[config.mk]
export PLATFORM = sky130hd
export DESIGN_NAME = uri_component_splitter
export DESIGN_NICKNAME = d
export VERILOG_FILES = /design/src/sv/ucs_pkg.sv /design/src/sv/ucs_front.sv /design/src/sv/ucs_queue.sv /design/src/sv/ucs_back.sv /design/src/sv/uri_component_splitter.sv
export SDC_FILE = /design/constraint.sdc
export NUM_CORES = 1
export LEC_CHECK = 0
export ABC_AREA = 1
export ABC_CLOCK_PERIOD_IN_PS = 4890
export BUFFER_PORTS_ARGS = -buffer_cell sky130_fd_sc_hd__clkbuf_2
export CORE_MARGIN = 5
export CORE_UTILIZATION = 36
export CTS_CLUSTER_SIZE = 40
export DETAILED_ROUTE_END_ITERATION = 10
export PLACE_DENSITY_LB_ADDON = 0.2
export RECOVER_POWER = 25
export SLEW_MARGIN = 20
export SYNTH_ARGS = -nofsm -noshare
export SYNTH_HDL_FRONTEND = slang
export SYNTH_HIERARCHICAL = 1
export SYNTH_SLANG_ARGS = --single-unit
[constraint.sdc]
create_clock -name clk -period 4.89 [get_ports clk]
set_input_delay 0 -clock clk [delete_from_list [all_inputs] [get_ports clk]]
set_output_delay 0 -clock clk [all_outputs]
set_load 0.01 [all_outputs]
[src/sv/ucs_pkg.sv]
// Shared types, character codes and sizes for the URI component splitter.
`default_nettype none

package ucs_pkg;

  // results one input byte can cause at most
  localparam int MAX_RES     = 3;
  localparam int RES_W       = $clog2(MAX_RES + 1);
  localparam int IDX_W       = $clog2(MAX_RES);
  localparam int QUEUE_DEPTH = 4;

  localparam logic [7:0] CH_COLON = 8'h3A;
  localparam logic [7:0] CH_SLASH = 8'h2F;
  localparam logic [7:0] CH_QMARK = 8'h3F;
  localparam logic [7:0] CH_HASH  = 8'h23;
  localparam logic [7:0] CH_PCT   = 8'h25;
  localparam logic [7:0] CH_AMP   = 8'h26;
  localparam logic [7:0] CH_EQ    = 8'h3D;

  typedef enum logic [2:0] {
    PH_SCHEME,
    PH_REST,
    PH_AUTH,
    PH_PATH,
    PH_QUERY,
    PH_FRAG
  } phase_t;

  typedef enum logic [2:0] {
    COMP_SCHEME,
    COMP_AUTH,
    COMP_PATH,
    COMP_KEY,
    COMP_VALUE,
    COMP_FRAG
  } comp_t;

  typedef enum logic [2:0] {
    ST_OK,
    ST_NO_SCHEME,
    ST_SCHEME_CHAR,
    ST_SCHEME_ALPHA,
    ST_EMPTY_QUERY,
    ST_QUERY_CHAR,
    ST_FRAG_CHAR
  } status_t;

  typedef struct packed {
    logic [7:0] in_byte;
    logic       last_byte;
  } char_t;

  typedef struct packed {
    logic [7:0] out_byte;
    logic       data_valid;
    comp_t      component;
    logic       pair_start;
    status_t    status;
    logic       last;
  } part_t;

  typedef struct packed {
    logic [7:0] out_byte;
    logic       data_valid;
    comp_t      component;
    logic       pair_start;
  } slot_t;

  // all results caused by one input byte
  typedef struct packed {
    slot_t [MAX_RES-1:0] slot;
    logic  [RES_W-1:0]   n;
    status_t             status;
    logic                last;
  } bundle_t;

endpackage

`default_nettype wire

[src/sv/ucs_front.sv]
// Front end: parses one byte per cycle, while the queue has room, into a bundle of tagged results.
`default_nettype none

module ucs_front import ucs_pkg::*; (
  input  wire logic    clk,
  input  wire logic    rst,
  input  wire logic    char_valid,
  output logic         char_ready,
  input  wire char_t   char_data,
  output logic         push_valid,
  input  wire logic    push_ready,
  output bundle_t      push_data
);

  typedef struct packed {
    phase_t     phase;
    logic       scheme_nonempty;
    logic       scheme_bad_char;
    logic       scheme_bad_start;
    logic       slash_pending;
    logic [1:0] pct_count;
    logic [7:0] held_digit;
    logic       query_nonempty;
    logic       pair_open;
    logic       pair_dropped;
    logic       in_value;
    status_t    first_error;
  } pstate_t;

  typedef struct packed {
    pstate_t st;
    bundle_t bd;
  } work_t;

  localparam pstate_t PSTATE_RESET = '{
    phase:            PH_SCHEME,
    scheme_nonempty:  1'b0,
    scheme_bad_char:  1'b0,
    scheme_bad_start: 1'b0,
    slash_pending:    1'b0,
    pct_count:        2'd0,
    held_digit:       8'd0,
    query_nonempty:   1'b0,
    pair_open:        1'b0,
    pair_dropped:     1'b0,
    in_value:         1'b0,
    first_error:      ST_OK
  };

  pstate_t st;
  pstate_t st_next;
  work_t   w;

  function automatic logic is_alpha(logic [7:0] c);
    return (c >= 8'h41 && c <= 8'h5A) || (c >= 8'h61 && c <= 8'h7A);
  endfunction

  function automatic logic is_alnum(logic [7:0] c);
    return is_alpha(c) || (c >= 8'h30 && c <= 8'h39);
  endfunction

  function automatic logic is_scheme_char(logic [7:0] c);
    return is_alnum(c) || c == 8'h2B || c == 8'h2D || c == 8'h2E;
  endfunction

  function automatic logic is_qf_char(logic [7:0] c);
    return is_alnum(c) || (c inside {8'h2D, 8'h2E, 8'h5F, 8'h7E, 8'h21, 8'h24,
                                     8'h26, 8'h27, 8'h28, 8'h29, 8'h2A, 8'h2B,
                                     8'h2C, 8'h3B, 8'h3D, 8'h3A, 8'h40, 8'h2F,
                                     8'h3F});
  endfunction

  // {is_hex, nibble}
  function automatic logic [4:0] hex_val(logic [7:0] c);
    logic [4:0] r;
    r = 5'd0;
    if (c >= 8'h30 && c <= 8'h39) r = {1'b1, 4'(c - 8'h30)};
    else if (c >= 8'h41 && c <= 8'h46) r = {1'b1, 4'(c - 8'h37)};
    else if (c >= 8'h61 && c <= 8'h66) r = {1'b1, 4'(c - 8'h57)};
    return r;
  endfunction

  function automatic work_t set_err(work_t wi, status_t e);
    work_t wo;
    wo = wi;
    if (wo.st.first_error == ST_OK) wo.st.first_error = e;
    return wo;
  endfunction

  function automatic work_t put(work_t wi, logic [7:0] b, comp_t c, logic s);
    work_t wo;
    wo = wi;
    if (wo.bd.n < RES_W'(MAX_RES)) begin
      wo.bd.slot[wo.bd.n[IDX_W-1:0]] = '{out_byte: b, data_valid: 1'b1,
                                         component: c, pair_start: s};
      wo.bd.n = wo.bd.n + 1'b1;
    end
    return wo;
  endfunction

  function automatic work_t emit(work_t wi, logic [7:0] b);
    work_t wo;
    wo = wi;
    unique case (wo.st.phase)
      PH_AUTH: wo = put(wo, b, COMP_AUTH, 1'b0);
      PH_PATH: wo = put(wo, b, COMP_PATH, 1'b0);
      PH_QUERY: begin
        if (!wo.st.pair_dropped) begin
          if (wo.st.in_value) begin
            wo = put(wo, b, COMP_VALUE, 1'b0);
          end else begin
            wo = put(wo, b, COMP_KEY, !wo.st.pair_open);
            wo.st.pair_open = 1'b1;
          end
        end
      end
      PH_FRAG: wo = put(wo, b, COMP_FRAG, 1'b0);
      default: wo = put(wo, b, COMP_SCHEME, 1'b0);
    endcase
    return wo;
  endfunction

  // pending percent sequence goes out verbatim
  function automatic work_t flush(work_t wi);
    work_t wo;
    wo = wi;
    if (wo.st.pct_count != 2'd0) wo = emit(wo, CH_PCT);
    if (wo.st.pct_count == 2'd2) wo = emit(wo, wo.st.held_digit);
    wo.st.pct_count = 2'd0;
    return wo;
  endfunction

  function automatic work_t feed(work_t wi, logic [7:0] b);
    work_t      wo;
    logic [4:0] hv;
    logic [4:0] hh;
    logic       done;
    wo   = wi;
    hv   = hex_val(b);
    hh   = hex_val(wi.st.held_digit);
    done = 1'b0;
    if (wo.st.pct_count != 2'd0) begin
      if (wo.st.pct_count == 2'd1 && hv[4]) begin
        wo.st.held_digit = b;
        wo.st.pct_count  = 2'd2;
        done = 1'b1;
      end else if (wo.st.pct_count == 2'd2 && hv[4]) begin
        wo.st.pct_count = 2'd0;
        wo = emit(wo, {(hh[4] ? hh[3:0] : 4'h0), hv[3:0]});
        done = 1'b1;
      end else begin
        wo = flush(wo);
      end
    end
    if (!done) begin
      if (b == CH_PCT) wo.st.pct_count = 2'd1;
      else wo = emit(wo, b);
    end
    return wo;
  endfunction

  function automatic work_t path_byte(work_t wi, logic [7:0] b);
    work_t wo;
    wo = wi;
    wo.st.phase = PH_PATH;
    if (b == CH_QMARK || b == CH_HASH) begin
      wo = flush(wo);
      if (b == CH_QMARK) begin
        wo.st.phase          = PH_QUERY;
        wo.st.query_nonempty = 1'b0;
        wo.st.pair_open      = 1'b0;
        wo.st.pair_dropped   = 1'b0;
        wo.st.in_value       = 1'b0;
      end else begin
        wo.st.phase = PH_FRAG;
      end
    end else begin
      wo = feed(wo, b);
    end
    return wo;
  endfunction

  function automatic work_t process(work_t wi, logic [7:0] b);
    work_t wo;
    wo = wi;
    unique case (wo.st.phase)
      PH_SCHEME: begin
        if (b == CH_COLON) begin
          if (!wo.st.scheme_nonempty) wo = set_err(wo, ST_NO_SCHEME);
          else if (wo.st.scheme_bad_char) wo = set_err(wo, ST_SCHEME_CHAR);
          else if (wo.st.scheme_bad_start) wo = set_err(wo, ST_SCHEME_ALPHA);
          wo.st.phase = PH_REST;
        end else begin
          if (!wo.st.scheme_nonempty && !is_alpha(b)) wo.st.scheme_bad_start = 1'b1;
          wo.st.scheme_nonempty = 1'b1;
          if (!is_scheme_char(b)) wo.st.scheme_bad_char = 1'b1;
          wo = put(wo, b, COMP_SCHEME, 1'b0);
        end
      end
      PH_REST: begin
        if (wo.st.slash_pending) begin
          wo.st.slash_pending = 1'b0;
          if (b == CH_SLASH) begin
            wo.st.phase = PH_AUTH;
          end else begin
            wo.st.phase = PH_PATH;
            wo = emit(wo, CH_SLASH);
            wo = path_byte(wo, b);
          end
        end else if (b == CH_SLASH) begin
          wo.st.slash_pending = 1'b1;
        end else begin
          wo = path_byte(wo, b);
        end
      end
      PH_AUTH: begin
        if (b == CH_SLASH || b == CH_QMARK || b == CH_HASH) begin
          wo = flush(wo);
          wo = path_byte(wo, b);
        end else begin
          wo = feed(wo, b);
        end
      end
      PH_PATH: wo = path_byte(wo, b);
      PH_QUERY: begin
        if (b == CH_HASH) begin
          wo = flush(wo);
          if (!wo.st.query_nonempty) wo = set_err(wo, ST_EMPTY_QUERY);
          wo.st.phase = PH_FRAG;
        end else begin
          wo.st.query_nonempty = 1'b1;
          if (!is_qf_char(b) && b != CH_PCT) wo = set_err(wo, ST_QUERY_CHAR);
          if (b == CH_AMP) begin
            wo = flush(wo);
            wo.st.pair_open    = 1'b0;
            wo.st.pair_dropped = 1'b0;
            wo.st.in_value     = 1'b0;
          end else if (b == CH_EQ && !wo.st.in_value) begin
            wo = flush(wo);
            // empty key: drop the whole pair
            if (!wo.st.pair_open) wo.st.pair_dropped = 1'b1;
            wo.st.in_value = 1'b1;
          end else if (!wo.st.pair_dropped) begin
            wo = feed(wo, b);
          end
        end
      end
      default: begin
        wo.st.phase = PH_FRAG;
        if (!is_qf_char(b) && b != CH_PCT) wo = set_err(wo, ST_FRAG_CHAR);
        wo = feed(wo, b);
      end
    endcase
    return wo;
  endfunction

  always_comb begin
    w.st = st;
    w.bd = '0;
    w = process(w, char_data.in_byte);
    if (char_data.last_byte) begin
      w = flush(w);
      if (w.st.phase == PH_REST && w.st.slash_pending) begin
        w.st.slash_pending = 1'b0;
        w.st.phase = PH_PATH;
        w = emit(w, CH_SLASH);
      end
      if (w.st.phase == PH_SCHEME) w = set_err(w, ST_NO_SCHEME);
      if (w.st.phase == PH_QUERY && !w.st.query_nonempty) w = set_err(w, ST_EMPTY_QUERY);
      if (w.bd.n == '0) begin
        // status-only transaction
        w.bd.slot[0] = '{out_byte: 8'd0, data_valid: 1'b0,
                         component: COMP_SCHEME, pair_start: 1'b0};
        w.bd.n = RES_W'(1);
      end
    end
    w.bd.status = w.st.first_error;
    w.bd.last   = char_data.last_byte;
    st_next     = char_data.last_byte ? PSTATE_RESET : w.st;
    push_data   = w.bd;
    push_valid  = char_valid && (w.bd.n != '0);
    char_ready  = push_ready;
  end

  always_ff @(posedge clk) begin
    if (rst) begin
      st <= PSTATE_RESET;
    end else if (char_valid && char_ready) begin
      st <= st_next;
    end
  end

`ifndef ASSERT_OFF
  a_reset_after_last: assert property (@(posedge clk) disable iff (rst)
    (char_valid && char_ready && char_data.last_byte)
      |=> (st.phase == PH_SCHEME && st.first_error == ST_OK && st.pct_count == 2'd0))
    else $error("parser state not cleared after last byte");

  a_pct_range: assert property (@(posedge clk) disable iff (rst)
    st.pct_count != 2'd3)
    else $error("percent counter out of range");

  a_slash_phase: assert property (@(posedge clk) disable iff (rst)
    st.slash_pending |-> st.phase == PH_REST)
    else $error("slash pending outside the post-colon phase");
`endif

endmodule

`default_nettype wire

[src/sv/ucs_queue.sv]
// Short register queue of result bundles between front and back end.
`default_nettype none

module ucs_queue import ucs_pkg::*; #(
  parameter int Depth = QUEUE_DEPTH
) (
  input  wire logic    clk,
  input  wire logic    rst,
  input  wire logic    push_valid,
  output logic         push_ready,
  input  wire bundle_t push_data,
  output logic         pop_valid,
  input  wire logic    pop_ready,
  output bundle_t      pop_data
);

  localparam int PtrW = $clog2(Depth);
  localparam int CntW = $clog2(Depth + 1);

  bundle_t         entries [Depth];
  logic [PtrW-1:0] wr_ptr;
  logic [PtrW-1:0] rd_ptr;
  logic [CntW-1:0] count;
  logic            do_push;
  logic            do_pop;

  assign push_ready = (count != CntW'(Depth));
  assign pop_valid  = (count != '0);
  assign pop_data   = entries[rd_ptr];
  assign do_push    = push_valid && push_ready;
  assign do_pop     = pop_valid && pop_ready;

  always_ff @(posedge clk) begin
    if (do_push) begin
      entries[wr_ptr] <= push_data;
    end
  end

  always_ff @(posedge clk) begin
    if (rst) begin
      wr_ptr <= '0;
      rd_ptr <= '0;
      count  <= '0;
    end else begin
      if (do_push) begin
        wr_ptr <= (wr_ptr == PtrW'(Depth - 1)) ? '0 : wr_ptr + 1'b1;
      end
      if (do_pop) begin
        rd_ptr <= (rd_ptr == PtrW'(Depth - 1)) ? '0 : rd_ptr + 1'b1;
      end
      if (do_push && !do_pop) count <= count + 1'b1;
      else if (!do_push && do_pop) count <= count - 1'b1;
    end
  end

`ifndef ASSERT_OFF
  a_count_bound: assert property (@(posedge clk) disable iff (rst)
    count <= CntW'(Depth))
    else $error("queue count exceeds depth");
`endif

endmodule

`default_nettype wire

[src/sv/ucs_back.sv]
// Back end: unpacks queued bundles into one result transaction per cycle while the output is not stalled.
`default_nettype none

module ucs_back import ucs_pkg::*; (
  input  wire logic    clk,
  input  wire logic    rst,
  input  wire logic    q_valid,
  output logic         q_ready,
  input  wire bundle_t q_data,
  output logic         part_valid,
  input  wire logic    part_ready,
  output part_t        part_data
);

  logic [IDX_W-1:0] idx;
  logic             load;
  logic             at_end;
  slot_t            cur;

  assign cur     = q_data.slot[idx];
  assign at_end  = (RES_W'(idx) == q_data.n - 1'b1);
  assign load    = q_valid && (!part_valid || part_ready);
  assign q_ready = load && at_end;

  always_ff @(posedge clk) begin
    if (load) begin
      part_data <= '{out_byte:   cur.out_byte,
                     data_valid: cur.data_valid,
                     component:  cur.component,
                     pair_start: cur.pair_start,
                     status:     q_data.status,
                     last:       q_data.last && at_end};
    end
  end

  always_ff @(posedge clk) begin
    if (rst) begin
      part_valid <= 1'b0;
      idx        <= '0;
    end else begin
      if (load) begin
        part_valid <= 1'b1;
        idx        <= at_end ? '0 : idx + 1'b1;
      end else if (part_ready) begin
        part_valid <= 1'b0;
      end
    end
  end

`ifndef ASSERT_OFF
  a_idx_in_bundle: assert property (@(posedge clk) disable iff (rst)
    q_valid |-> RES_W'(idx) < q_data.n)
    else $error("result index beyond bundle size");
`endif

endmodule

`default_nettype wire

[src/sv/uri_component_splitter.sv]
// After its byte is accepted, a result is held in a queue entry and then in the output register.
// The front takes one byte per cycle while the queue has room; the back end sends one result per cycle
// while the output is not stalled, so a byte that yields k results (up to 3, on a broken triplet) sends all k in turn.
// Bytes yielding no result (scheme colon, the "//" pair) cost the back end nothing.
// Reset (rst, synchronous): parser returns to the scheme phase, queue and output are emptied.
`default_nettype none

module uri_component_splitter import ucs_pkg::*; #(
  parameter int QueueDepth = QUEUE_DEPTH
) (
  input  wire logic  clk,
  input  wire logic  rst,
  input  wire logic  char_valid,
  output logic       char_ready,
  input  wire char_t char_data,
  output logic       part_valid,
  input  wire logic  part_ready,
  output part_t      part_data
);

  logic    push_valid;
  logic    push_ready;
  bundle_t push_data;
  logic    q_valid;
  logic    q_ready;
  bundle_t q_data;

  ucs_front u_front (
    .clk        (clk),
    .rst        (rst),
    .char_valid (char_valid),
    .char_ready (char_ready),
    .char_data  (char_data),
    .push_valid (push_valid),
    .push_ready (push_ready),
    .push_data  (push_data)
  );

  ucs_queue #(
    .Depth (QueueDepth)
  ) u_queue (
    .clk        (clk),
    .rst        (rst),
    .push_valid (push_valid),
    .push_ready (push_ready),
    .push_data  (push_data),
    .pop_valid  (q_valid),
    .pop_ready  (q_ready),
    .pop_data   (q_data)
  );

  ucs_back u_back (
    .clk        (clk),
    .rst        (rst),
    .q_valid    (q_valid),
    .q_ready    (q_ready),
    .q_data     (q_data),
    .part_valid (part_valid),
    .part_ready (part_ready),
    .part_data  (part_data)
  );

endmodule

`default_nettype wire
Word level (Yosys, flattened, before mapping)
Memories as Yosys holds them, arrays and structs flattened. A register that Yosys moved wholly into a read port is not among the register bits.
Cells that the tools add are included.
- magnitude comparators: 111
- equal/unequal tests: 146
- reductions and logical operators: 129
- mux-type cells: 732
- $add $sub $neg: 47
- bitwise operators: 51
- operator list (operator ; number):
    $mux 69 ; 112
    $mux 41 ; 154
    $bwmux 39 ; 137
    $pmux 51 s4 ; 25
    $mux 51 ; 71
    $demux 13 s2 ; 26
    $mux 66 ; 9
    $mux 62 ; 7
    $mux 52 ; 7
    $mux 13 ; 27
    $pmux 69 s5 ; 1
    $and 24x24->24 ; 10
    $not 24->24 ; 10
    $mux 5 ; 47
    $mux 45 ; 5
    $mux 48 ; 4
    $pmux 45 s4 ; 1
    $or 15x15->15 ; 10
    $eq 3x2->1 const B ; 48
    $eq 3x3->1 const B ; 48
    $eq 8x6->1 const B ; 18
    $le 8x7->1 const B ; 12
    $and 27x27->27 ; 3
    $lt 2x3->1 const B ; 27
    other kinds (48) ; 397
- input bits: 13
- bits in writable memories: 180
- output and inout port bits: 19
- word-level logic and storage cells: 1240
- flip-flop bits (word level): 51
- memories kept: 1
- memory list (memory ; depth ; bits a word ; rd ports ; clocked after memory_dff ; write ports ; RTL line ; source):
    u_queue.entries ; 4 ; 45 ; 1 ; 1 ; 1 ; ucs_queue.sv:20 ; bundle_t entries [Depth];

Logic depth before layout (Yosys ltp)
Gate-level depths: netlist (run 1).
- depth after elaboration: 111
- gate-level depth with buffers: 32
- depth with buffers taken out: 30

Hierarchy
Netlist (run 1), hierarchy kept.
- modules (own cells, without submodules) (module ; times used ; sequential area each (sq um) ; cells an instance ; area an instance (sq um)):
    ucs_front ; 1 ; 480.5 ; 1526 ; 7833.8
    ucs_queue ; 1 ; 5585.4 ; 504 ; 7309.5
    ucs_back ; 1 ; 570.5 ; 107 ; 1061.0

Worst setup path before layout (run 1)
OpenSTA, ideal clock, no wires.
- path type: reg-to-reg
- start point: register u_front/st[23] (netlist bit)
- end point: memory u_queue/entries[0][0] (netlist bit) (enable)
- arrival time: 4947 ps
- path buffers: 3
- clock period less this slack: 5395 ps
- library setup time: 447 ps
- cell stages (with the launch flop): 24
- required time: 4443 ps
- slack: -505 ps
- cell sequence: dfxtp_1 -> buf_4 -> inv_1 -> ha_1 -> clkbuf_1 -> nor2_1 -> nand2_1 -> nand2_1 -> clkbuf_1 -> ha_1 -> inv_1 -> nor2_1 -> nor3_1 -> nand2_1 -> a21oi_1 -> nand2_1 -> nand2_1 -> nand3_1 -> o21ai_4 -> nand3_1 -> nand2_1 -> inv_1 -> nand2_2 -> nor2_1
- longest elaborated chain between the ends: 68
- elaborated cells between the ends (all ways): 234
- those cells by class: add/sub (9); order compare (9); eq/ne (50); mux (159); reduce/logical (7)
- ends and longest elaborated chain (what ; RTL line ; source):
    start, declared ; ucs_front.sv:50 ; pstate_t st;
    start signal, assigned ; ucs_front.sv:289 ; st <= st_next;
    $mux 69 ; ucs_front.sv:226 ; if (b == CH_HASH) begin
    $mux 69 ; ucs_front.sv:186 ; unique case (wo.st.phase)
    $eq 3x3->1 or $eq 3x2->1 (tied branches) ; ucs_front.sv:104 ; unique case (wo.st.phase)
    $pmux 51 s4 ; ucs_front.sv:104 ;
    $mux 69 ; ucs_front.sv:147 ; end else if (wo.st.pct_count == 2'd2 && hv[4]) begin
    $mux 69 ; ucs_front.sv:143 ; if (wo.st.pct_count == 2'd1 && hv[4]) begin
    $mux 69 ; ucs_front.sv:142 ; if (wo.st.pct_count != 2'd0) begin
    $mux 69 ; ucs_front.sv:243 ; end else if (!wo.st.pair_dropped) begin
    [53 not listed] ; -- ;
    $mux 15 ; ucs_front.sv:270 ; if (w.bd.n == '0) begin
    $mux 69 * ; ucs_front.sv:261 ; if (char_data.last_byte) begin
    $reduce_bool 2->1 * ; ucs_front.sv:281 ; push_valid = char_valid && (w.bd.n != '0);
    $logic_and 1x1->1 * ; ucs_front.sv:281 ;
    named net push_valid ; uri_component_splitter.sv:21 ; logic push_valid;
    $logic_and 1x1->1 * ; ucs_queue.sv:30 ; assign do_push = push_valid && push_ready;
    $mux 1 * ; ucs_queue.sv:34 ; if (do_push) begin
    $mux 1 (not written as such) * ; ucs_queue.sv:35 ; entries[wr_ptr] <= push_data;
    end, declared ; ucs_queue.sv:20 ;
The timed path passes the listed nets; every way through them passes the cells marked *. The select of a mux whose other input is x is not followed.

==> results.toml, run 1 <==
[status]
status = "finished with violations"
violations = "max-capacitance violations, max-slew violations"

[pwr]
clock_power_share_pct = 34.5
p_sw_w = 0.00193
power_density_mw_per_mm2 = 342
irDropWorstVdd_v = 0.000270
p_comb_share_pct = 23.6
p_int_w = 0.00433
seqPwrFrac_pct = 41.9
finalPower_w = 0.00626
p_leak_nw = 7.31
p_sw_share_pct = 30.8

[layout]
fin_area_mm2 = 0.0183
num-fill-cells = 4649
insertedDiodeCount = 0
area_growth_pct = 12.9
nNetsFinal = 2244
drive_above_1_share_pct = 12.5

[cts]
clock_sinks = 233
cts_buffer_depth = 3
cts.repair.resized = 0
clock-root-buffer = "clkbuf_16"
path_clk_slew_ns = 0.06
tritoncts = "yes"
cts_made_buffers = 24
cts_setup_buffers = 0
htree_levels = 1
clk_latency_ns = 0.52

[floorplanning]
io_pins = 32
core_mm2 = 0.0444
placementRows = 77
fp.dieW_um = 222
dieHeight_um = 222
initial_utilization_pct = 36.5
dieArea_mm2 = 0.0494

[detailed_routing]
num_vias = 16400
wirelength_mm = 73.3
ant_nets = 0
drc = 0
viasPerCell = 5.81
first_pass_iters = 6
wl_per_cell_um = 26.0
drtIter0Drc = 1816

[synth]
ys.flop_type = "edfxtp_1"
synth_fp_nets = 2170
netlist_area_mm2 = 0.0162
yosys.area_share.simple_pct = 27.4
synthXorXnorAreaFrac_pct = 0.324
synthAdderAreaFrac_pct = 1.59
synth_warnings = 6
yosysSeqAreaShare_pct = 41.0
synth_cell_types = 67
synth_edf_count = 197
ys_ff_latch = 233
synth_compound_area_share_pct = 20.5
synth_top_family_by_area = "simple AND/OR/NAND/NOR gates"
yosysTopAreaCellShare_pct = 36.5
yosysTopAreaCell = "edfxtp_1"
synthCells = 2137
synthArstFlopShare_pct = 0
synthTopCellsByArea = "edfxtp_1 (37%), nand2_1 (9.6%), nor2_1 (7.1%)"
synthMuxAreaShare_pct = 0
synth.avg_cell_area_um2 = 7.58

[run]
cap_violations = 1

[global_route]
grt_max_degree = 91
track_usage_pct = 28.6
grt_pass1_wl_mm = 107
grt_pass1_vias = 15600
antenna_found_initial = 1
grt_overflow = 0

[worst_setup_path]
worst_path_dominant_cell_family = "simple AND/OR/NAND/NOR gates"
crit_required_ns = 5.14
cp-startpoint = "u_front/st[22]"
path_max_fanout = 16
slowest_delay_ns = 0.83
path_depth = 18
path_buf_inv = 5
path_common_cell = "nor2_1"
r2r_start = "u_front/st[22]"
setup.worst_path.end_class = "flop"
reg2reg_slack_ns = 0.55
reg2reg_depth = 18
critical_path_arrival_ns = 4.59
critPathKind = "flop to flop"
crit_path_top_delay_cell = "nor2_1"
cp_cell_sequence = "ha_1 > buf_4 > inv_1 > buf_4 > nand2_1 > nor2_1 > inv_1 > nand2_1 > a21oi_1 > a211oi_1 > o21ai_0 > a21oi_1 > a31oi_1 > buf_4 > nor2_1 > o21ai_0 > nor2_1 > nor2_1"
cp-start-kind = "flop"

[timing]
period_share_pct = 88.7
fin_worst_skew_ns = 0.0203
setup_viol_count_final = 0
slew_headroom_pct = -45.4
period_needed_ns = 4.34
fmax_mhz = 230
drv_slew = 49
tns_ns = 0
tightest_slew_ns = 2.18
hold_viol_final = 0
rsz0062_at_grt = "no"

[placement]
gp_congestion = 1.03
detailed_place_hpwl_mm = 56.5
dpl_cell_area_mm2 = 0.0174
io_buffers = 31

[worst_hold_path]
hp-class = "primary input to flop"
holdPathStages = 2
holdCritStartpoint = "rst"
[repair_timing]
item                       CTS  global route
setup endpoints to repair    0             0
hold endpoints to repair     4             0
hold buffers                 2             0
[Yosys cell counts (28+ instances only)]
library cell,instances
nor2_1,305
clkbuf_1,44
nand2_2,29
dfxtp_1,36
o211ai_1,28
nand3_1,120
inv_1,174
edfxtp_1,197
a21oi_1,107
o22ai_1,65
o21ai_0,203
o21ai_1,78
nand2_1,416
[layout make-up]
type	instances	area, µm²	share of cell area (%)
multi-input combinational	1590	8090	44.2
sequential	233	6640	36.3
timing repair buffer	151	1060	5.79
inverter	211	816	4.46
tap	592	741	4.05
clock buffer	25	626	3.42
clock inverter	19	325	1.78
[cell usage in the layout (no fill, tap or decap), drive strengths merged, types with 7 or more instances in the layout]
| cell | instances |
|---|---|
| o22ai | 65 |
| inv | 206 |
| nand3b | 8 |
| nor3 | 29 |
| edfxtp | 197 |
| clkinv | 13 |
| bufinv | 9 |
| nand3 | 129 |
| clkbuf | 67 |
| nor4 | 7 |
| o2111ai | 10 |
| dfxtp | 36 |
| o31ai | 14 |
| nand4 | 27 |
| nor2 | 328 |
| a211oi | 8 |
| o21ai | 286 |
| a221oi | 8 |
| o211ai | 29 |
| a21oi | 110 |
| ha | 19 |
| a31oi | 17 |
| nand2 | 454 |
| buf | 107 |
[through the flow]
step                      worst slack, ns  utilization (%)  hold WS, ns  std cells
after global placement              0.691             39.2        0.306       2775
final                               0.550             41.2        0.163       2821
after floorplan                    -0.505                -       0.0691       2137
after detailed placement            0.743             39.2        0.323       2775
after CTS                           0.674             41.4       0.0779       2821
after global routing                0.268             41.2        0.194       2821
[registers in the layout, indices dropped and copies added, names as in the netlist, named ones only]
register	cells
u_queue/count	3
u_front/st	24
u_back/part_data	17
u_back/idx	2
u_back/part_valid	1
u_queue/rd_ptr	2
u_queue/wr_ptr	2
u_queue/entries	180
[worst register-to-register path: stages (launching register included)]
cell and delay, ns:
dfxtp_1 0.48, ha_1 0.30, buf_4 0.18, inv_1 0.08
buf_4 0.22, nand2_1 0.21, nor2_1 0.83, inv_1 0.19
nand2_1 0.16, a21oi_1 0.07, a211oi_1 0.35, o21ai_0 0.16
a21oi_1 0.15, a31oi_1 0.10, buf_4 0.16, nor2_1 0.08
o21ai_0 0.13, nor2_1 0.12, nor2_1 0.08
[final timing paths]
path	endpoint
setup / recovery	u_queue/entries[3][29]
hold / removal	u_queue/count[0]
setup reg to reg	u_queue/entries[3][29]
hold reg to reg	u_front/st[1]
[routing by layer]
metal / share of wire [%] / global-route usage [%] / vias to the layer above
met3: 7.0 / 4.67 / 192
met5: 0.023 / 0 / -
li1: - / - / 7558
met4: 6.1 / 13.7 / 2
met2: 46 / 46.4 / 756
met1: 41 / 37.1 / 7886
[power groups by stage]
stage	clock network, W	registers (W)	logic, W
2_1_floorplan	0	0.00265	0.00115
3_3_place_gp	0	0.00267	0.00154
3_5_place_dp	0	0.00267	0.00155
4_1_cts	0.00220	0.00263	0.00156
5_1_grt	0.00228	0.00265	0.00166
6_report	0.00216	0.00262	0.00148
[cells by family (layout without fill, tap and decap cells)]
family | Yosys count | after routing
AOI/OAI and AO/OA | 575 | 575
xor gates and xnor gates | 6 | 6
adders and majority gates | 20 | 20
buffers and inverters | 314 | 406
DFF | 233 | 233
and+or+nand+nor | 989 | 989
(Power assumes the default switching activity.)
==> run 2, diff against run 1 <==
--- a/config.mk
+++ b/config.mk
@@ -5,7 +5,6 @@
 export SDC_FILE = /design/constraint.sdc
 export NUM_CORES = 1
 export LEC_CHECK = 0
-export ABC_AREA = 1
 export ABC_CLOCK_PERIOD_IN_PS = 4890
 export BUFFER_PORTS_ARGS = -buffer_cell sky130_fd_sc_hd__clkbuf_2
 export CORE_MARGIN = 5
==> run 2 against run 1 <==
Against the previous run:
- first-iteration DRC count is 18% lower
- sequential share of layout area grew 3.1 points
- largest cell class unchanged
- non-clock buffer count is 24 higher
- synthesized area down 9.1%
- critical path type unchanged
- the flow still finishes with violations (max-capacitance violations, max-slew violations)
- setup slack lost 0.32 ns
- combinational power down 16%
- critical path depth grew 1
- count of clock-buffer cells in the layout rose by 4
- synthesized cell count is 33% lower
- clock skew decreased by 0.0065 ns
==> results.toml, run 2 <==
[timing]
period_needed_ns = 4.66
fmax_mhz = 215
slew_headroom_pct = -42.1
drv_slew = 37
tns_ns = 0
hold_viol_final = 0
period_share_pct = 95.2
rsz0062_at_grt = "no"
setup_viol_count_final = 0
tightest_slew_ns = 2.13
fin_worst_skew_ns = 0.0138

[floorplanning]
io_pins = 32
dieArea_mm2 = 0.0451
fp.dieW_um = 212
placementRows = 74
initial_utilization_pct = 36.2
dieHeight_um = 212
core_mm2 = 0.0406

[synth]
synthArstFlopShare_pct = 0
synth_common_cells = "edfxtp_1 (197), nor2_1 (141), a21oi_1 (122)"
yosys.area_share.simple_pct = 16.7
synth_edf_count = 197
yosysTopAreaCellShare_pct = 40.2
synth_compound_area_share_pct = 23.0
yosysMostFrequentCell = "edfxtp_1"
ys_ff_latch = 233
synth.avg_cell_area_um2 = 10.2
synth_warnings = 6
netlist_area_mm2 = 0.0147
yosysTopAreaCell = "edfxtp_1"
synthXorXnorAreaFrac_pct = 0.416
synthCells = 1442
synth_cell_types = 118
synthAdderAreaFrac_pct = 1.75
synthMuxAreaShare_pct = 8.61
synthTopCellsByArea = "edfxtp_1 (40%), mux4_2 (6.9%), dfxtp_1 (4.9%)"
synth_top_family_by_area = "compound AO/OA/AOI/OAI gates"
ys.flop_type = "edfxtp_1"
synth_fp_nets = 1475
yosysSeqAreaShare_pct = 45.1

[worst_hold_path]
hp-class = "primary input to flop"
min_to = "u_front/st[19]"
holdCritStartpoint = "char_data[4]"
holdPathStages = 4

[placement]
gp_congestion = 1.01
io_buffers = 31
detailed_place_hpwl_mm = 43.3

[detailed_routing]
num_vias = 13200
ant_nets = 0
first_pass_iters = 6
drtIter0Drc = 1497
viasPerCell = 6.33
wirelength_mm = 58.5
drc = 0
wl_per_cell_um = 28.2

[layout]
nNetsFinal = 1560
insertedDiodeCount = 0
num-fill-cells = 4004
regMostFlops = "u_queue/entries"
top_regs = "u_queue/entries: 180 flops, u_front/st: 24 flops, u_back/part_data: 17 flops"
largest_reg_flops = 180
area_growth_pct = 14.3
mostFrequentLayoutCells = "edfxtp_1 (197), nor2_1 (141), buf_4 (123)"
drive_above_1_share_pct = 18.1
layout_commonest_cell = "edfxtp_1"

[worst_setup_path]
cp_cell_sequence = "inv_1 > ha_1 > or4_1 > and2_1 > ha_1 > a32oi_1 > o22ai_1 > a22oi_1 > a211oi_2 > o32ai_2 > and2_4 > a21boi_4 > and2_4 > ha_1 > inv_1 > fa_1 > xor2_1 > or3_2 > a21oi_1"
reg2reg_slack_ns = 0.23
crit_path_top_delay_cell = "or4_1"
critical_path_arrival_ns = 5.08
setup.worst_path.end_class = "flop"
r2r-end = "u_queue/count[2]"
cp-start-kind = "flop"
worst_path_dominant_cell_family = "simple AND/OR/NAND/NOR gates"
crit_required_ns = 5.32
reg2reg_depth = 19
path_buf_inv = 2
path_common_cell = "ha_1"
path_max_fanout = 6
r2r_start = "u_front/st[23]"
slowest_delay_ns = 0.57
critPathKind = "flop to flop"

[cts]
clock_sinks = 233
cts_buffer_depth = 3
cts_made_buffers = 25
clock-root-buffer = "clkbuf_16"
htree_levels = 1
clk_latency_ns = 0.53
tritoncts = "yes"
path_clk_slew_ns = 0.06

[pwr]
p_leak_nw = 5.51
irDropWorstVdd_v = 0.000215
power_density_mw_per_mm2 = 329
finalPower_w = 0.00554

[global_route]
grt_max_degree = 37
grt_pass1_vias = 13000
track_usage_pct = 25.4
grt_pass1_wl_mm = 86.7
antenna_found_initial = 0
grt_overflow = 0

[run]
cap_violations = 1

[status]
violations = "max-capacitance violations, max-slew violations"
status = "finished with violations"
## run 2: changes by cell type after synthesis, moves of 45 or more
cell / before / now
nand2_1: 416 / 108
nor2_1: 305 / 141
inv_1: 174 / 25
o21ai_0: 203 / 107
nand3_1: 120 / 26
o21ai_1: 78 / 8
o22ai_1: 65 / 18
mux4_2: 0 / 45
## run 2: area by class of cell
cell class	count	area [µm²]	area share, %
multi-input cells	1064	7460	44.3
well taps	532	666	3.95
repair buffers	175	1240	7.39
clock buffers	29	641	3.81
clock inverters	16	80.1	0.476
inverters	28	105	0.624
flip-flops and latches	233	6640	39.4
## run 2: kinds of logic after synthesis
kind of cell,count (synthesis)
AO/OA/AOI/OAI,493
XOR/XNOR,7
adder cells (fa/ha/maj),20
buffers and inverters,145
flip-flops,233
multiplexers,70
AND/OR/NAND/NOR,474
## run 2: worst max path at each step
stage	from	end	slack, ns	cells after the start
after global placement	u_front/st[23]	u_queue/count[2]	0.12	19
after global routing	u_front/st[22]	u_queue/count[2]	0.02	19
final	u_front/st[23]	u_queue/count[2]	0.23	19
after CTS	u_front/st[23]	u_queue/count[2]	0.04	19
after floorplan	u_front/st[23]	u_queue/count[2]	0.01	25
after detailed placement	u_front/st[23]	u_queue/count[2]	0.07	19
## run 2: per-layer routing
layer	wire (µm)	share of wire [%]	track usage, %
met1	25100	43	35.9
met2	25700	44	39.1
met3	4670	8.0	3.81
met4	3100	5.3	11.0
met5	0	0	0
## run 2: timing repair
item,CTS,global route
hold endpoints to repair,2,0
hold buffers,2,0
setup endpoints to repair,0,1
gates resized for setup,0,5
setup buffers,0,0
## run 2: worst register-to-register path, delay by kind of cell (launching register included)
| family | cells | cell delay (ns) |
|---|---|---|
| AND/OR/NAND/NOR | 5 | 1.60 |
| buffers and inverters | 2 | 0.12 |
| adder cells (fa/ha/maj) | 4 | 1.14 |
| XOR/XNOR | 1 | 0.17 |
| flip-flops | 1 | 0.33 |
| AO/OA/AOI/OAI | 7 | 1.20 |
## run 2: where the power goes
part,internal [W],switching (W)
sequential,0.00248,0.000131
combinational,0.000524,0.000721
clock,0.000935,0.000749
total,0.00394,0.00160
## run 2: stage by stage
stage	utilization (%)	cells	worst slack, ns	hold WS (ns)	area [µm²]
finish	41.4	2077	0.233	0.158	16800
CTS	41.6	2077	0.0361	0.108	16900
global placement	39.7	2030	0.123	0.381	16200
detailed placement	39.7	2030	0.0664	0.375	16200
global route	41.4	2077	0.0198	0.194	16800
floorplan	-	1442	0.0119	0.0691	14700
==> run 3, diff against run 2 <==
--- a/config.mk
+++ b/config.mk
@@ -8,11 +8,12 @@
 export ABC_CLOCK_PERIOD_IN_PS = 4890
 export BUFFER_PORTS_ARGS = -buffer_cell sky130_fd_sc_hd__clkbuf_2
 export CORE_MARGIN = 5
-export CORE_UTILIZATION = 36
+export CORE_UTILIZATION = 40
 export CTS_CLUSTER_SIZE = 40
 export DETAILED_ROUTE_END_ITERATION = 10
 export PLACE_DENSITY_LB_ADDON = 0.2
 export RECOVER_POWER = 25
+export REMOVE_ABC_BUFFERS = 1
 export SLEW_MARGIN = 20
 export SYNTH_ARGS = -nofsm -noshare
 export SYNTH_HDL_FRONTEND = slang
==> run 3 against run 2 <==
Against the previous run:
- the run still ends with max-capacitance violations, max-slew violations left
- design area is 0.71% lower
- clock skew is 0.0053 ns lower
- largest cell class unchanged
- maximum frequency is 0.60% higher
==> results.toml, run 3 (synthesis gave the netlist of run 2 again) <==
[cts]
cts_setup_buffers = 0
clock_sinks = 233
cts_buffer_depth = 3
clock-root-buffer = "clkbuf_16"
cts_made_buffers = 25
path_clk_slew_ns = 0.06
tritoncts = "yes"
clk_latency_ns = 0.52
htree_levels = 1

[layout]
num-fill-cells = 3529
largest_reg_flops = 180
multi_input_area_mm2 = 0.00746
layout_commonest_cell = "edfxtp_1"
seqCellArea_mm2 = 0.00664
fin_util_pct = 45.9
drive_above_1_share_pct = 17.8
regMostFlops = "u_queue/entries"
insertedDiodeCount = 0
area_growth_pct = 13.5
fin_cells = 2000
nNetsFinal = 1548
top_regs = "u_queue/entries: 180 flops, u_front/st: 24 flops, u_back/part_data: 17 flops"
mostFrequentLayoutCells = "edfxtp_1 (197), nor2_1 (141), a21oi_1 (121)"

[placement]
gp_congestion = 1.03
dpl_worst_slack_ns = 0.123
dp.cells = 1954
detailed_place_hpwl_mm = 40.3
io_buffers = 31

[worst_hold_path]
hp-class = "primary input to flop"

[global_route]
grt_pass1_wl_mm = 82.1
grt_overflow = 0
antenna_found_initial = 0
grt_pass1_vias = 12600
track_usage_pct = 26.1
grt_max_degree = 44

[pwr]
power_density_mw_per_mm2 = 339
p_leak_nw = 5.46
irDropWorstVdd_v = 0.000195

[detailed_routing]
drtIter0Drc = 1600
first_pass_iters = 8
drc = 0
wl_per_cell_um = 27.6
num_vias = 13200
viasPerCell = 6.60
ant_nets = 0
wirelength_mm = 55.1

[worst_setup_path]
path_max_fanout = 6
setup.worst_path.end_class = "flop"
critical_path_arrival_ns = 5.07
cp-start-kind = "flop"
crit_required_ns = 5.33
critPathKind = "flop to flop"

[timing]
fin_worst_skew_ns = 0.00846
period_share_pct = 94.7
period_needed_ns = 4.63
setup_viol_count_final = 0
rsz0062_at_grt = "no"
tns_ns = 0
slew_headroom_pct = -22.0
drv_slew = 81
tightest_slew_ns = 1.83
hold_viol_final = 0
fmax_mhz = 216
worst_slack_ns = 0.261

[floorplanning]
dieArea_mm2 = 0.0408
core_mm2 = 0.0364
fp.dieW_um = 202
io_pins = 32
dieHeight_um = 202
initial_utilization_pct = 40.4
placementRows = 70

[status]
status = "finished with violations"
violations = "max-capacitance violations, max-slew violations"

[run]
cap_violations = 2
[run 3: changes by cell type in the layout (fill, tap and decap cells not counted), moves of 2 or more]
| cell | change |
|---|---|
| and3_2 | +2 |
| clkinvlp_4 | +3 |
| bufinv_16 | +3 |
| clkinv_1 | -6 |
| buf_4 | -11 |
| clkbuf_1 | +2 |
| and3_1 | -2 |
| clkinv_4 | -2 |
[run 3: cell type report]
cell class / instances / area share, %
multi-input cells: 1064 / 44.6
flip-flops and latches: 233 / 39.7
repair buffers: 163 / 6.79
clock buffers: 30 / 3.85
well taps: 468 / 3.50
clock inverters: 14 / 0.891
inverters: 28 / 0.629
[run 3: path summary, 6_finish.rpt]
kind         depth (start not counted)                end           start  slack [ns]
max                                 19   u_queue/count[2]  u_front/st[22]        0.26
min                                  5  u_queue/wr_ptr[0]      char_valid        0.03
max reg2reg                         19   u_queue/count[2]  u_front/st[22]        0.26
min reg2reg                          2     u_front/st[18]  u_front/st[18]        0.47
[run 3: metal layers]
| metal | up-vias | track usage, % | part of all wire, % |
|---|---|---|---|
| li1 | 5781 | - | - |
| met1 | 6444 | 36.4 | 41 |
| met2 | 795 | 40.4 | 45 |
| met3 | 189 | 3.90 | 8.7 |
| met4 | 0 | 11.8 | 5.2 |
| met5 | - | 0 | 0 |
[run 3: worst max-delay path: stages (launching register included)]
cell and delay, ns:
dfxtp_1 0.42, ha_4 0.25, or4_1 0.54, and2_1 0.22, ha_1 0.31, a32oi_1 0.10
o22ai_1 0.13, a22oi_1 0.12, a211oi_2 0.27, o32ai_2 0.16, and2_4 0.24, a21boi_0 0.17
buf_4 0.16, and2_4 0.14, ha_1 0.16, inv_1 0.06, fa_1 0.38, xor2_1 0.18
or3_2 0.40, a21oi_1 0.14
[run 3: power breakdown]
group,leakage [nW],internal (W),switching (W)
registers,2.12,0.00248,0.0000871
clock network,0.381,0.00109,0.000740
logic,2.96,0.000541,0.000733
[run 3: timing repair]
| item | in CTS | in global routing |
|---|---|---|
| resized for setup | 0 | 5 |
| hold endpoints to repair | 2 | 0 |
| endpoints found under the setup margin | 0 | 1 |
| hold buffers | 1 | 0 |
[run 3: through the flow]
stage	hold WS, ns	total power [W]	area [µm²]
2_1_floorplan	0.0691	0.00345	14200
3_3_place_gp	0.347	0.00391	16000
3_5_place_dp	0.356	0.00392	16000
4_1_cts	0.00679	0.00577	16800
5_1_grt	0.0372	0.00596	16700
6_report	0.0279	0.00567	16700
